===== src/tsp_pkg.sv =====
// Shared types, constants and helpers for the telemetry sensor poll responder.
package tsp_pkg;

  localparam int unsigned VALUE_W = 24;
  localparam int unsigned UNIT_W  = 4;
  localparam int unsigned ADDR_W  = 4;
  localparam int unsigned PROD_W  = 49;

  // Reciprocals for exact truncating division of a 24-bit magnitude.
  localparam logic [24:0] RECIP_TEN  = 25'd13421773;
  localparam int unsigned SHIFT_TEN  = 27;
  localparam logic [24:0] RECIP_THOU = 25'd17179870;
  localparam int unsigned SHIFT_THOU = 34;

  localparam logic [VALUE_W-1:0] MAG_MAX = 24'd16383;

  typedef enum logic [1:0] {
    SCALE_ONE,
    SCALE_TEN,
    SCALE_THOU
  } scale_e;

  typedef enum logic [1:0] {
    BK_IDLE,
    BK_MUL,
    BK_FIX,
    BK_HOLD
  } back_state_e;

  typedef struct packed {
    logic [ADDR_W-1:0]  addr;
    logic [VALUE_W-1:0] raw;
    logic [UNIT_W-1:0]  unit;
    logic               alarm;
    scale_e             scale;
  } poll_job_t;

  function automatic scale_e scale_of(input logic [UNIT_W-1:0] unit);
    scale_e s;
    case (unit) inside
      4'd1, 4'd2, 4'd3, 4'd4, 4'd6, 4'd7, 4'd13: s = SCALE_ONE;
      4'd5:                                      s = SCALE_THOU;
      default:                                   s = SCALE_TEN;
    endcase
    return s;
  endfunction

endpackage


===== src/tsp_if.sv =====
// Handshake interfaces for the input and result channels.
interface tsp_in_if;
  logic               valid;
  logic               ready;
  logic               op;
  logic [3:0]         slot_index;
  logic signed [23:0] value_tenths;
  logic [3:0]         unit_code;
  logic               alarm_bit;
  logic [7:0]         poll_byte;
  logic               poll_alone;

  modport source (
    output valid, op, slot_index, value_tenths, unit_code, alarm_bit, poll_byte, poll_alone,
    input  ready
  );
  modport sink (
    input  valid, op, slot_index, value_tenths, unit_code, alarm_bit, poll_byte, poll_alone,
    output ready
  );
endinterface

interface tsp_out_if;
  logic       valid;
  logic       ready;
  logic [7:0] address_unit_byte;
  logic [7:0] value_low_byte;
  logic [7:0] value_high_byte;

  modport source (
    output valid, address_unit_byte, value_low_byte, value_high_byte,
    input  ready
  );
  modport sink (
    input  valid, address_unit_byte, value_low_byte, value_high_byte,
    output ready
  );
endinterface


===== src/telemetry_sensor_poll_responder_unit.sv =====
// Top level of the telemetry sensor poll responder.
// An update word is written into the slot store at the edge that accepts it.
// An answered poll passes through the queue and then the load, multiply and pack registers before
// the reply valid rises. The back part handles one reply at a time, so it takes no new job until
// the last reply word is taken. Input ready is low only while the
// two-entry queue is full. Reset is asynchronous and active low: the store reads as zero and
// the skip counter clears.
module telemetry_sensor_poll_responder_unit import tsp_pkg::*; #(
  parameter int unsigned SLOT_COUNT = 16
) (
  input  logic      clk_i,
  input  logic      rst_ni,
  tsp_in_if.sink    in_i,
  tsp_out_if.source out_o
);

  // The front part writes the slot store and decides which polls are answered. For an
  // answered poll it takes a snapshot of the addressed slot, so later updates to that slot
  // cannot alter a reply that is still waiting in the queue.
  logic      push;
  poll_job_t push_job;
  logic      full;

  // The back part drains the queue one job at a time. It turns the stored tenths into a magnitude,
  // divides by ten or a thousand through a reciprocal multiply when the unit calls for it, saturates
  // and packs the three reply bytes into an output register that holds until the word is taken.
  logic      pop;
  logic      empty;
  poll_job_t pop_job;

  tsp_front #(
    .SLOT_COUNT (SLOT_COUNT)
  ) u_front (
    .clk_i      (clk_i),
    .rst_ni     (rst_ni),
    .in_i       (in_i),
    .push_o     (push),
    .push_job_o (push_job),
    .full_i     (full)
  );

  // Two entries let the front keep taking words while a reply stalls, until both are filled.
  tsp_queue u_queue (
    .clk_i      (clk_i),
    .rst_ni     (rst_ni),
    .push_i     (push),
    .push_job_i (push_job),
    .full_o     (full),
    .pop_i      (pop),
    .empty_o    (empty),
    .pop_job_o  (pop_job)
  );

  tsp_back u_back (
    .clk_i   (clk_i),
    .rst_ni  (rst_ni),
    .empty_i (empty),
    .job_i   (pop_job),
    .pop_o   (pop),
    .out_o   (out_o)
  );

endmodule


===== src/tsp_queue.sv =====
// Two-entry queue of poll jobs between the front and back parts.
module tsp_queue import tsp_pkg::*; (
  input  logic      clk_i,
  input  logic      rst_ni,
  input  logic      push_i,
  input  poll_job_t push_job_i,
  output logic      full_o,
  input  logic      pop_i,
  output logic      empty_o,
  output poll_job_t pop_job_o
);

  poll_job_t  mem_q [2];
  logic       wr_ptr_q, wr_ptr_d;
  logic       rd_ptr_q, rd_ptr_d;
  logic [1:0] count_q, count_d;

  assign full_o    = (count_q == 2'd2);
  assign empty_o   = (count_q == 2'd0);
  assign pop_job_o = mem_q[rd_ptr_q];

  always_comb begin
    wr_ptr_d = push_i ? ~wr_ptr_q : wr_ptr_q;
    rd_ptr_d = pop_i ? ~rd_ptr_q : rd_ptr_q;
    count_d  = count_q + 2'(push_i) - 2'(pop_i);
  end

  always_ff @(posedge clk_i or negedge rst_ni) begin
    if (!rst_ni) begin
      wr_ptr_q <= 1'b0;
      rd_ptr_q <= 1'b0;
      count_q  <= 2'd0;
    end else begin
      wr_ptr_q <= wr_ptr_d;
      rd_ptr_q <= rd_ptr_d;
      count_q  <= count_d;
    end
  end

  always_ff @(posedge clk_i) begin
    if (push_i) begin
      mem_q[wr_ptr_q] <= push_job_i;
    end
  end

`ifndef NO_ASSERTIONS
  a_no_push_full: assert property (@(posedge clk_i) disable iff (!rst_ni)
    push_i |-> !full_o) else $error("Queue pushed while full.");
  a_no_pop_empty: assert property (@(posedge clk_i) disable iff (!rst_ni)
    pop_i |-> !empty_o) else $error("Queue popped while empty.");
`endif

endmodule


===== src/tsp_front.sv =====
// Front part: accepts words, keeps the slot store and the skip counter, queues answers.
module tsp_front import tsp_pkg::*; #(
  parameter int unsigned SLOT_COUNT = 16
) (
  input  logic      clk_i,
  input  logic      rst_ni,
  tsp_in_if.sink    in_i,
  output logic      push_o,
  output poll_job_t push_job_o,
  input  logic      full_i
);

  localparam int unsigned IDX_W = (SLOT_COUNT > 1) ? $clog2(SLOT_COUNT) : 1;
  localparam logic [ADDR_W:0] SLOT_LIM = (ADDR_W + 1)'(SLOT_COUNT);

  logic [VALUE_W-1:0]    value_q [SLOT_COUNT];
  logic [UNIT_W-1:0]     unit_q  [SLOT_COUNT];
  logic                  alarm_q [SLOT_COUNT];
  logic [SLOT_COUNT-1:0] filled_q, filled_d;
  logic [1:0]            skip_q, skip_d;

  logic             accept;
  logic             upd_hit;
  logic             answered;
  logic [IDX_W-1:0] wr_idx;
  logic [IDX_W-1:0] rd_idx;
  logic             rd_hit;

  assign in_i.ready = ~full_i;
  assign accept     = in_i.valid & in_i.ready;
  assign wr_idx     = in_i.slot_index[IDX_W-1:0];
  assign rd_idx     = in_i.poll_byte[IDX_W-1:0];
  assign upd_hit    = accept & ~in_i.op & ({1'b0, in_i.slot_index} < SLOT_LIM);
  assign answered   = accept & in_i.op & (skip_q == 2'd3) & in_i.poll_alone
                    & (in_i.poll_byte[7:4] == 4'd0);
  assign rd_hit     = ({1'b0, in_i.poll_byte[3:0]} < SLOT_LIM) && filled_q[rd_idx];

  always_comb begin
    push_o           = answered;
    push_job_o.addr  = in_i.poll_byte[3:0];
    push_job_o.raw   = rd_hit ? value_q[rd_idx] : '0;
    push_job_o.unit  = rd_hit ? unit_q[rd_idx] : '0;
    push_job_o.alarm = rd_hit ? alarm_q[rd_idx] : 1'b0;
    push_job_o.scale = scale_of(push_job_o.unit);

    filled_d = filled_q;
    if (upd_hit) begin
      filled_d[wr_idx] = 1'b1;
    end

    skip_d = skip_q;
    if (accept && in_i.op) begin
      if (answered) begin
        skip_d = 2'd1;
      end else if (skip_q != 2'd3) begin
        skip_d = skip_q + 2'd1;
      end
    end
  end

  always_ff @(posedge clk_i or negedge rst_ni) begin
    if (!rst_ni) begin
      filled_q <= '0;
      skip_q   <= 2'd0;
    end else begin
      filled_q <= filled_d;
      skip_q   <= skip_d;
    end
  end

  always_ff @(posedge clk_i) begin
    if (upd_hit) begin
      value_q[wr_idx] <= $unsigned(in_i.value_tenths);
      unit_q[wr_idx]  <= in_i.unit_code;
      alarm_q[wr_idx] <= in_i.alarm_bit;
    end
  end

`ifndef NO_ASSERTIONS
  a_skip_after_answer: assert property (@(posedge clk_i) disable iff (!rst_ni)
    answered |=> (skip_q == 2'd1)) else $error("Skip counter not at one after an answer.");
`endif

endmodule


===== src/tsp_back.sv =====
// Back part: scales a queued poll job and holds the reply word until it is taken.
module tsp_back import tsp_pkg::*; (
  input  logic      clk_i,
  input  logic      rst_ni,
  input  logic      empty_i,
  input  poll_job_t job_i,
  output logic      pop_o,
  tsp_out_if.source out_o
);

  back_state_e state_q, state_d;

  logic [VALUE_W-1:0] mag_q, mag_d;
  logic               neg_q;
  scale_e             scale_q;
  logic [ADDR_W-1:0]  addr_q;
  logic [UNIT_W-1:0]  unit_q;
  logic               alarm_q;
  logic [PROD_W-1:0]  prod_q, prod_d;
  logic [7:0]         au_q, lo_q, hi_q;

  logic [VALUE_W-1:0] quo;
  logic [13:0]        sat;
  logic               sign;

  always_comb begin
    state_d = state_q;
    pop_o   = 1'b0;
    case (state_q)
      BK_IDLE: begin
        if (!empty_i) begin
          pop_o   = 1'b1;
          state_d = BK_MUL;
        end
      end
      BK_MUL:  state_d = BK_FIX;
      BK_FIX:  state_d = BK_HOLD;
      BK_HOLD: begin
        if (out_o.ready) begin
          state_d = BK_IDLE;
        end
      end
      default: state_d = BK_IDLE;
    endcase
  end

  always_ff @(posedge clk_i or negedge rst_ni) begin
    if (!rst_ni) begin
      state_q <= BK_IDLE;
    end else begin
      state_q <= state_d;
    end
  end

  always_comb begin
    mag_d = job_i.raw[VALUE_W-1] ? (~job_i.raw + 24'd1) : job_i.raw;

    case (scale_q)
      SCALE_TEN:  prod_d = PROD_W'(mag_q) * PROD_W'(RECIP_TEN);
      SCALE_THOU: prod_d = PROD_W'(mag_q) * PROD_W'(RECIP_THOU);
      default:    prod_d = PROD_W'(mag_q);
    endcase

    case (scale_q)
      SCALE_TEN:  quo = VALUE_W'(prod_q >> SHIFT_TEN);
      SCALE_THOU: quo = VALUE_W'(prod_q >> SHIFT_THOU);
      default:    quo = VALUE_W'(prod_q);
    endcase

    sat  = (quo > MAG_MAX) ? MAG_MAX[13:0] : quo[13:0];
    sign = neg_q && (quo != '0);
  end

  always_ff @(posedge clk_i) begin
    if (pop_o) begin
      mag_q   <= mag_d;
      neg_q   <= job_i.raw[VALUE_W-1];
      scale_q <= job_i.scale;
      addr_q  <= job_i.addr;
      unit_q  <= job_i.unit;
      alarm_q <= job_i.alarm;
    end
    if (state_q == BK_MUL) begin
      prod_q <= prod_d;
    end
    if (state_q == BK_FIX) begin
      au_q <= {addr_q, unit_q};
      lo_q <= {sat[6:0], alarm_q};
      hi_q <= {sign, sat[13:7]};
    end
  end

  assign out_o.valid             = (state_q == BK_HOLD);
  assign out_o.address_unit_byte = au_q;
  assign out_o.value_low_byte    = lo_q;
  assign out_o.value_high_byte   = hi_q;

`ifndef NO_ASSERTIONS
  a_sign_needs_mag: assert property (@(posedge clk_i) disable iff (!rst_ni)
    (out_o.valid && out_o.value_high_byte[7]) |->
      ((out_o.value_high_byte[6:0] != 7'd0) || (out_o.value_low_byte[7:1] != 7'd0)))
    else $error("Negative sign sent with zero magnitude.");
`endif

endmodule

===== src/flat_wrapper.sv =====
// flat-port wrapper written by rule: the top's interface ports become plain ports
module telemetry_sensor_poll_responder_unit_flat import tsp_pkg::*;
#(
  parameter int unsigned SLOT_COUNT = 16
)
  (clk_i, rst_ni, in_i_valid, in_i_op, in_i_slot_index, in_i_value_tenths, in_i_unit_code, in_i_alarm_bit, in_i_poll_byte, in_i_poll_alone, in_i_ready, out_o_valid, out_o_address_unit_byte, out_o_value_low_byte, out_o_value_high_byte, out_o_ready);
  tsp_in_if in_i_i ();
  tsp_out_if out_o_i ();
  input  logic clk_i;
  input  logic rst_ni;
  input wire logic [$bits(in_i_i.valid)-1:0] in_i_valid;
  input wire logic [$bits(in_i_i.op)-1:0] in_i_op;
  input wire logic [$bits(in_i_i.slot_index)-1:0] in_i_slot_index;
  input wire logic [$bits(in_i_i.value_tenths)-1:0] in_i_value_tenths;
  input wire logic [$bits(in_i_i.unit_code)-1:0] in_i_unit_code;
  input wire logic [$bits(in_i_i.alarm_bit)-1:0] in_i_alarm_bit;
  input wire logic [$bits(in_i_i.poll_byte)-1:0] in_i_poll_byte;
  input wire logic [$bits(in_i_i.poll_alone)-1:0] in_i_poll_alone;
  output wire logic [$bits(in_i_i.ready)-1:0] in_i_ready;
  output wire logic [$bits(out_o_i.valid)-1:0] out_o_valid;
  output wire logic [$bits(out_o_i.address_unit_byte)-1:0] out_o_address_unit_byte;
  output wire logic [$bits(out_o_i.value_low_byte)-1:0] out_o_value_low_byte;
  output wire logic [$bits(out_o_i.value_high_byte)-1:0] out_o_value_high_byte;
  input wire logic [$bits(out_o_i.ready)-1:0] out_o_ready;
  assign in_i_i.valid = in_i_valid;
  assign in_i_i.op = in_i_op;
  assign in_i_i.slot_index = in_i_slot_index;
  assign in_i_i.value_tenths = in_i_value_tenths;
  assign in_i_i.unit_code = in_i_unit_code;
  assign in_i_i.alarm_bit = in_i_alarm_bit;
  assign in_i_i.poll_byte = in_i_poll_byte;
  assign in_i_i.poll_alone = in_i_poll_alone;
  assign in_i_ready = in_i_i.ready;
  assign out_o_valid = out_o_i.valid;
  assign out_o_address_unit_byte = out_o_i.address_unit_byte;
  assign out_o_value_low_byte = out_o_i.value_low_byte;
  assign out_o_value_high_byte = out_o_i.value_high_byte;
  assign out_o_i.ready = out_o_ready;
  telemetry_sensor_poll_responder_unit #(.SLOT_COUNT(SLOT_COUNT)) u_core (.clk_i(clk_i), .rst_ni(rst_ni), .in_i(in_i_i), .out_o(out_o_i));
endmodule

===== config.mk =====
export PLATFORM = sky130hd
export DESIGN_NAME = telemetry_sensor_poll_responder_unit_flat
export DESIGN_NICKNAME = d
export VERILOG_FILES = /design/src/tsp_pkg.sv /design/src/tsp_if.sv /design/src/telemetry_sensor_poll_responder_unit.sv /design/src/tsp_queue.sv /design/src/tsp_front.sv /design/src/tsp_back.sv /design/src/flat_wrapper.sv
export SDC_FILE = /design/constraint.sdc
export NUM_CORES = 2
export LEC_CHECK = 0
export ABC_AREA = 1
export BUFFER_PORTS_ARGS = -buffer_cell sky130_fd_sc_hd__buf_2
export CAP_MARGIN = 0
export CORE_ASPECT_RATIO = 0.7
export CORE_MARGIN = 10
export CORE_UTILIZATION = 63
export CTS_CLUSTER_SIZE = 8
export DETAILED_ROUTE_END_ITERATION = 10
export GPL_TIMING_DRIVEN = 0
export MAX_ROUTING_LAYER = met4
export PLACE_DENSITY_LB_ADDON = 0.15
export SLEW_MARGIN = 25
export SYNTH_ARGS = -nofsm -noshare
export SYNTH_HDL_FRONTEND = slang
export SYNTH_SLANG_ARGS = --single-unit

===== constraint.sdc =====
create_clock -name clk_i -period 8.4 [get_ports clk_i]
set_input_delay 1.68 -clock clk_i [delete_from_list [all_inputs] [get_ports clk_i]]
set_output_delay 1.68 -clock clk_i [all_outputs]
set_load 0.03 [all_outputs]

# Word-level counts from Yosys, hierarchy flattened
# Memory sizes are Yosys's and may differ from the RTL's.
# Cells that the tools add are included.
# op_classes
multipliers	2
reduce_logical	11
n_eq_ne	18
n_bitwise	12
muxes	23
order_cmp	4
add_sub_neg	4
# op_table
cell	n
one-hot mux 49 bit (2 select lines)	1
multiplier 24 x 24 -> 48 bit, second input constant	2
one-hot mux 24 bit (2 select lines)	1
adder 24 x 1 -> 24 bit, second input constant	1
> comparator 24 x 14 -> 1 bit, second input constant	1
2-to-1 mux 24 bit	1
inverter 24 bit	1
nonzero test 24 bit	1
2-to-1 mux 23 bit	1
== test 4 x 3 -> 1 bit, second input constant	4
bitwise OR 16 bit	1
2-to-1 mux 2 bit	6
== test 2 bit, second input constant	5
less-than comparator 4 x 5 -> 1 bit, second input constant	2
2-to-1 mux 1 bit	9
== test 4 x 2 -> 1 bit, second input constant	2
one-hot mux 2 bit (4 select lines)	1
OR reduction 7 bit	1
bitwise AND 1 bit	6
binary-select mux 1 bit (select 4 bit)	1
demux 1 bit (select 4 bit)	1
== test 2 x 1 -> 1 bit, second input constant	2
== test 4 x 1 -> 1 bit, second input constant	1
== test 4 bit, second input constant	1
other kinds (13)	21
# totals
mem_count	4
ramBits	534
register_bits	133
in_bits	47
# memory_table
memory	words	word_bits	rd	rd_ports_with_merged_regs	wr	line_no	rtl
u_core.u_front.value_q	16	24	1	0	1	tsp_front.sv:16	logic [VALUE_W-1:0] value_q [SLOT_COUNT];
u_core.u_queue.mem_q	2	35	1	0	1	tsp_queue.sv:13	poll_job_t mem_q [2];
u_core.u_front.unit_q	16	4	1	0	1	tsp_front.sv:17	logic [UNIT_W-1:0] unit_q [SLOT_COUNT];
u_core.u_front.alarm_q	16	1	1	0	1	tsp_front.sv:18	logic alarm_q [SLOT_COUNT];

# Depth between registers and ports, before layout
# logic_depth
depth_word	9
mapped_depth	29
mapped_depth_nobuf	28

# Hierarchy
# From an unflattened synthesis, not the netlist that was laid out.
# unflattened
cells_unflattened	5040
hier_area_um2	49231.0
# modules_own_cells
module	seq_area_each_um2	cells_each	area_per_inst_um2	instances
tsp_back	3233.1	3303	26944.6	1
tsp_front	14383.8	1529	19336.0	1
tsp_queue	2202.1	208	2950.3	1

# Worst setup path before layout
# OpenSTA, ideal clock, no wires.
# synth_path
path_type	register to register
startpoint	reg u_core.u_back.mag_q[2]
endpoint	reg u_core.u_back.prod_q[27] (data pin)
arrival_ns	5.449
period_less_slack_ns	5.719
path_slack_ns	2.681
setup_ns	0.270
path_stages_with_launch	22
path_cell_list	edfxtp_1 -> ha_1 -> xor2_1 -> ha_1 -> or2_2 -> fa_1 -> fa_1 -> fa_1 -> fa_1 -> inv_1 -> fa_1 -> inv_1 -> ha_1 -> nand2_1 -> inv_1 -> nand2_1 -> nand3_1 -> a21oi_1 -> nand3_1 -> or2_2 -> nand3_1 -> a21oi_1
# synth_via
elab_chain_cells	2
word_cells_on_any_way	3
classes_between	2 x mul; 1 x mux
# synth_rtl
element	line_no	rtl
start: declaration	tsp_back.sv:13	logic [VALUE_W-1:0] mag_q, mag_d;
start signal: assignment	tsp_back.sv:76	mag_q <= mag_d;
multiplier 24 x 24 -> 48 bit, on equally long branches	tsp_back.sv:60, tsp_back.sv:59	
one-hot mux 49 bit (2 select lines) (*)	tsp_back.sv:58	case (scale_q)
via u_core.u_back.prod_d[27]	tsp_back.sv:19	logic [PROD_W-1:0] prod_q, prod_d;
end signal: assignment	tsp_back.sv:84	prod_q <= prod_d;
end: declaration	tsp_back.sv:19	
# The timed path passes the listed nets; every way through them passes the cells marked *.
# A chain may end at the register's enable or synchronous reset.

# Final worst setup path
# layout_path
startpoint	reg u_core.u_back.mag_q[23]
endpoint	reg u_core.u_back.prod_q[29] (data pin)
# The elaborated chain is that of the path after synthesis.

==> flow_summary_export.csv <==
group,metric,value,unit
setup_path,crit_path_end_kind,"register",
final_layout,fin_nets,6128,
sta,fmax,135.0,MHz
run_status,status,"finished, final reports clean",
synth,ys_seq_elements,664,
synth,synthCells,4996,
synth,ys.flop_type,"edfxtp_1",
sta,fin_crit_sh,0.8817,
sta,fin_ws,0.9938,ns
setup_path,path_max_fanout,14,
worst_hold_path,hold_class,"register to register",
synth,synth_edf_count,640,
place,place_area,0.05144,mm²
setup_path,reg2reg_setup_slack,0.99,ns
setup_path,cp-start-kind,"register",
synth,synthTopCellsByArea,"edfxtp_1 (40%), fa_1 (16%), ha_1 (12%)",
global_routing,grt_pass1_wl,231.5,mm
global_routing,grt_pass1_vias,36220,
sta,relSlewSlack,0.2328,
sta,finalCriticalPeriod,7.406,ns
drt,wl_met1,67.46,mm
drt,drc,0,
final_layout,area_delta_synth_final,11.34,%
synth,syn-cell-area,0.04858,mm²
setup_path,r2r_cells,21,
drt,routed_wl,158.0,mm
clock_tree,cts_tree,"done",
setup_path,crit_required,8.78,ns
synth,yosysTopAreaCell,"edfxtp_1",
synth,ys_types,50,
setup_path,r2r_start,"u_core.u_back.mag_q[23]",
clock_tree,cts_resized,0,
place,place_ws,1.333,ns
worst_hold_path,min_path_cells,0,
drt,postRouteAntennaNets,0,
sta,final-setup-viol-count,0,
run,max-cap-violations,0,
final_layout,utilization,0.7053,
clock_tree,cts_max_level,3,
drt,wl_met3,28.45,mm
clock_tree,cts_buffers,93,
sta,finalHoldViolCount,0,
sta,rsz0062_at_grt,"no",
drt,routed_via_density,5.927,
place,portBuffers,72,
synth,netlist_top_cells_count,"inv_1 (987), nand2_1 (926), edfxtp_1 (640)",
clock_tree,hold_buffers,0,
floorplan,core,0.07668,mm²
place,dpl.hpwl,124.3,mm
sta,drv_slew,0,
final_layout,drive_gt1_frac,0.06535,
drt,detail_route.wl_per_cell,25.08,µm
place,gp_congestion,1.041,
synth,ys_seq_area_frac,0.4080,
clock_tree,clk_path_buf_depth,3,
worst_hold_path,min-delay-start,"u_core.u_back.addr_q[3]",
floorplan,dieArea,0.08879,mm²
synth,avgSynthCellArea,9.723,µm²
synth,synth.most_common_cell,"inv_1",
clock_tree,clk_latency,0.68,ns
synth,synthArstFlopShare,0.03614,
drt,drtPass1Iterations,7,
worst_hold_path,hold_end,"u_core.u_back.out_o.address_unit_byte[7]",
synth,synth_top_area_share,0.3956,
global_routing,grt_max_degree,47,
setup_path,reg2reg_to,"u_core.u_back.prod_q[29]",
synth,synth-warning-count,0,
floorplan,die_y,252.3,µm
setup_path,critPathKind,"register to register",
global_routing,antenna_found_initial,6,
floorplan,io_pins,73,
drt,dr_total_vias,37340,
drt,drt_iter0_drc,5710,
sta,worst_slew_pin_slew,1.151,ns
sta,finClkSkew,0.05915,ns
synth,synth_nets,5906,
floorplan,start_util,0.6335,
clock_tree,ctsRootBufferMaster,"clkbuf_16",
sta,finalSetupTns,0,ns
drt,highest_layer,"met4",
floorplan,rows,85,
drt,dr_wl_met2,58.74,mm
clock_tree,post-cts-setup-buffers,0,
global_routing,globalRouteTotalUtil,0.3674,
floorplan,die_w,351.9,µm
global_routing,overflow,0,
clock_tree,cts_sinks,664,
setup_path,arrival,7.78,ns
final_layout,final_area,0.05409,mm²
clock_tree,clk_pin_slew,0.05,ns
cell type report:
cell class | instances | area [µm²]
multi-input combinational | 3210 | 24570
fill | 5667 | 22590
sequential | 664 | 19820
inverter | 996 | 3739
clock buffer | 117 | 2417
timing repair buffer | 127 | 1434
tap | 1044 | 1306
buffer | 126 | 598.1
clock inverter | 9 | 182.7
antenna | 7 | 17.52
cells in the final DEF (no fill, tap or decap), types with 24 or more instances in the layout:
master / count
buf_8: 31
xor2_1: 33
a21oi_1: 127
ha_1: 476
buf_2: 102
clkbuf_1: 93
dfrtp_1: 24
inv_1: 986
edfxtp_1: 640
or2_2: 25
o21ai_0: 320
fa_1: 385
nor2_1: 430
nand3_1: 203
clkbuf_16: 93
o221ai_1: 43
o22ai_1: 58
nand2_1: 926
kinds of logic (layout without fill, tap and decap cells):
logic type,after synthesis,after routing,share of synthesized area
xor gates and xnor gates,49,49,0.008835
and+or+nand+nor,1676,1676,0.1402
buffers and inverters,1122,1375,0.08925
AOI/OAI and AO/OA,619,619,0.07132
muxes,3,3,0.0006439
other,0,7,0
DFF,664,664,0.4080
adders and majority gates,863,863,0.2818
sequential cells by signal (all words and copies together) (netlist names), 16 cells and up:
register,flops
u_core.u_front.value_q,384
u_core.u_front.filled_q,16
u_core.u_back.prod_q,46
u_core.u_front.unit_q,64
u_core.u_front.alarm_q,16
u_core.u_back.mag_q,24
u_core.u_queue.mem_q,70
critical path, cell delays in order, from the launching register on:
cell and delay [ns]:
edfxtp_1 1.11, ha_1 0.42, inv_1 0.45, fa_1 0.53, ha_1 0.29, inv_1 0.05, fa_1 0.41, fa_1 0.52
inv_1 0.05, fa_1 0.53, inv_1 0.05, fa_1 0.59, inv_1 0.07, ha_1 0.31, nand2_1 0.09, nand2_1 0.05
nand2_1 0.06, nand2_1 0.09, a21oi_1 0.20, nand3_1 0.17, o21ai_0 0.87, a21oi_1 0.22
per-layer routing:
metal / track usage / vias up
li1: - / 16660
met1: 0.5447 / 17870
met2: 0.4461 / 2546
met3: 0.1744 / 267
met4: 0.07675 / 0
met5: - / -
worst max path at each step:
stage                       startpoint  cells past startpoint                        to  slack, ns
5_1_grt        u_core.u_back.mag_q[23]                     21  u_core.u_back.prod_q[29]       0.88
3_5_place_dp   u_core.u_back.mag_q[23]                     21  u_core.u_back.prod_q[29]       1.33
3_3_place_gp    u_core.u_back.mag_q[0]                     23  u_core.u_back.prod_q[44]       0.56
4_1_cts        u_core.u_back.mag_q[23]                     21  u_core.u_back.prod_q[29]       1.35
6_report       u_core.u_back.mag_q[23]                     21  u_core.u_back.prod_q[29]       0.99
2_1_floorplan   u_core.u_back.mag_q[2]                     21  u_core.u_back.prod_q[27]       2.68
per-stage QoR:
stage | std cells | hold slack (ns)
4_1_cts | 6291 | 0.4287
6_report | 6300 | 0.4279
3_5_place_dp | 6165 | 0.4062
3_3_place_gp | 6112 | 0.4012
2_1_floorplan | 4996 | 0.4003
5_1_grt | 6295 | 0.4365
Power is not shown: default switching activity piles up to over one toggle a cycle in this logic, so the estimate is an artifact.
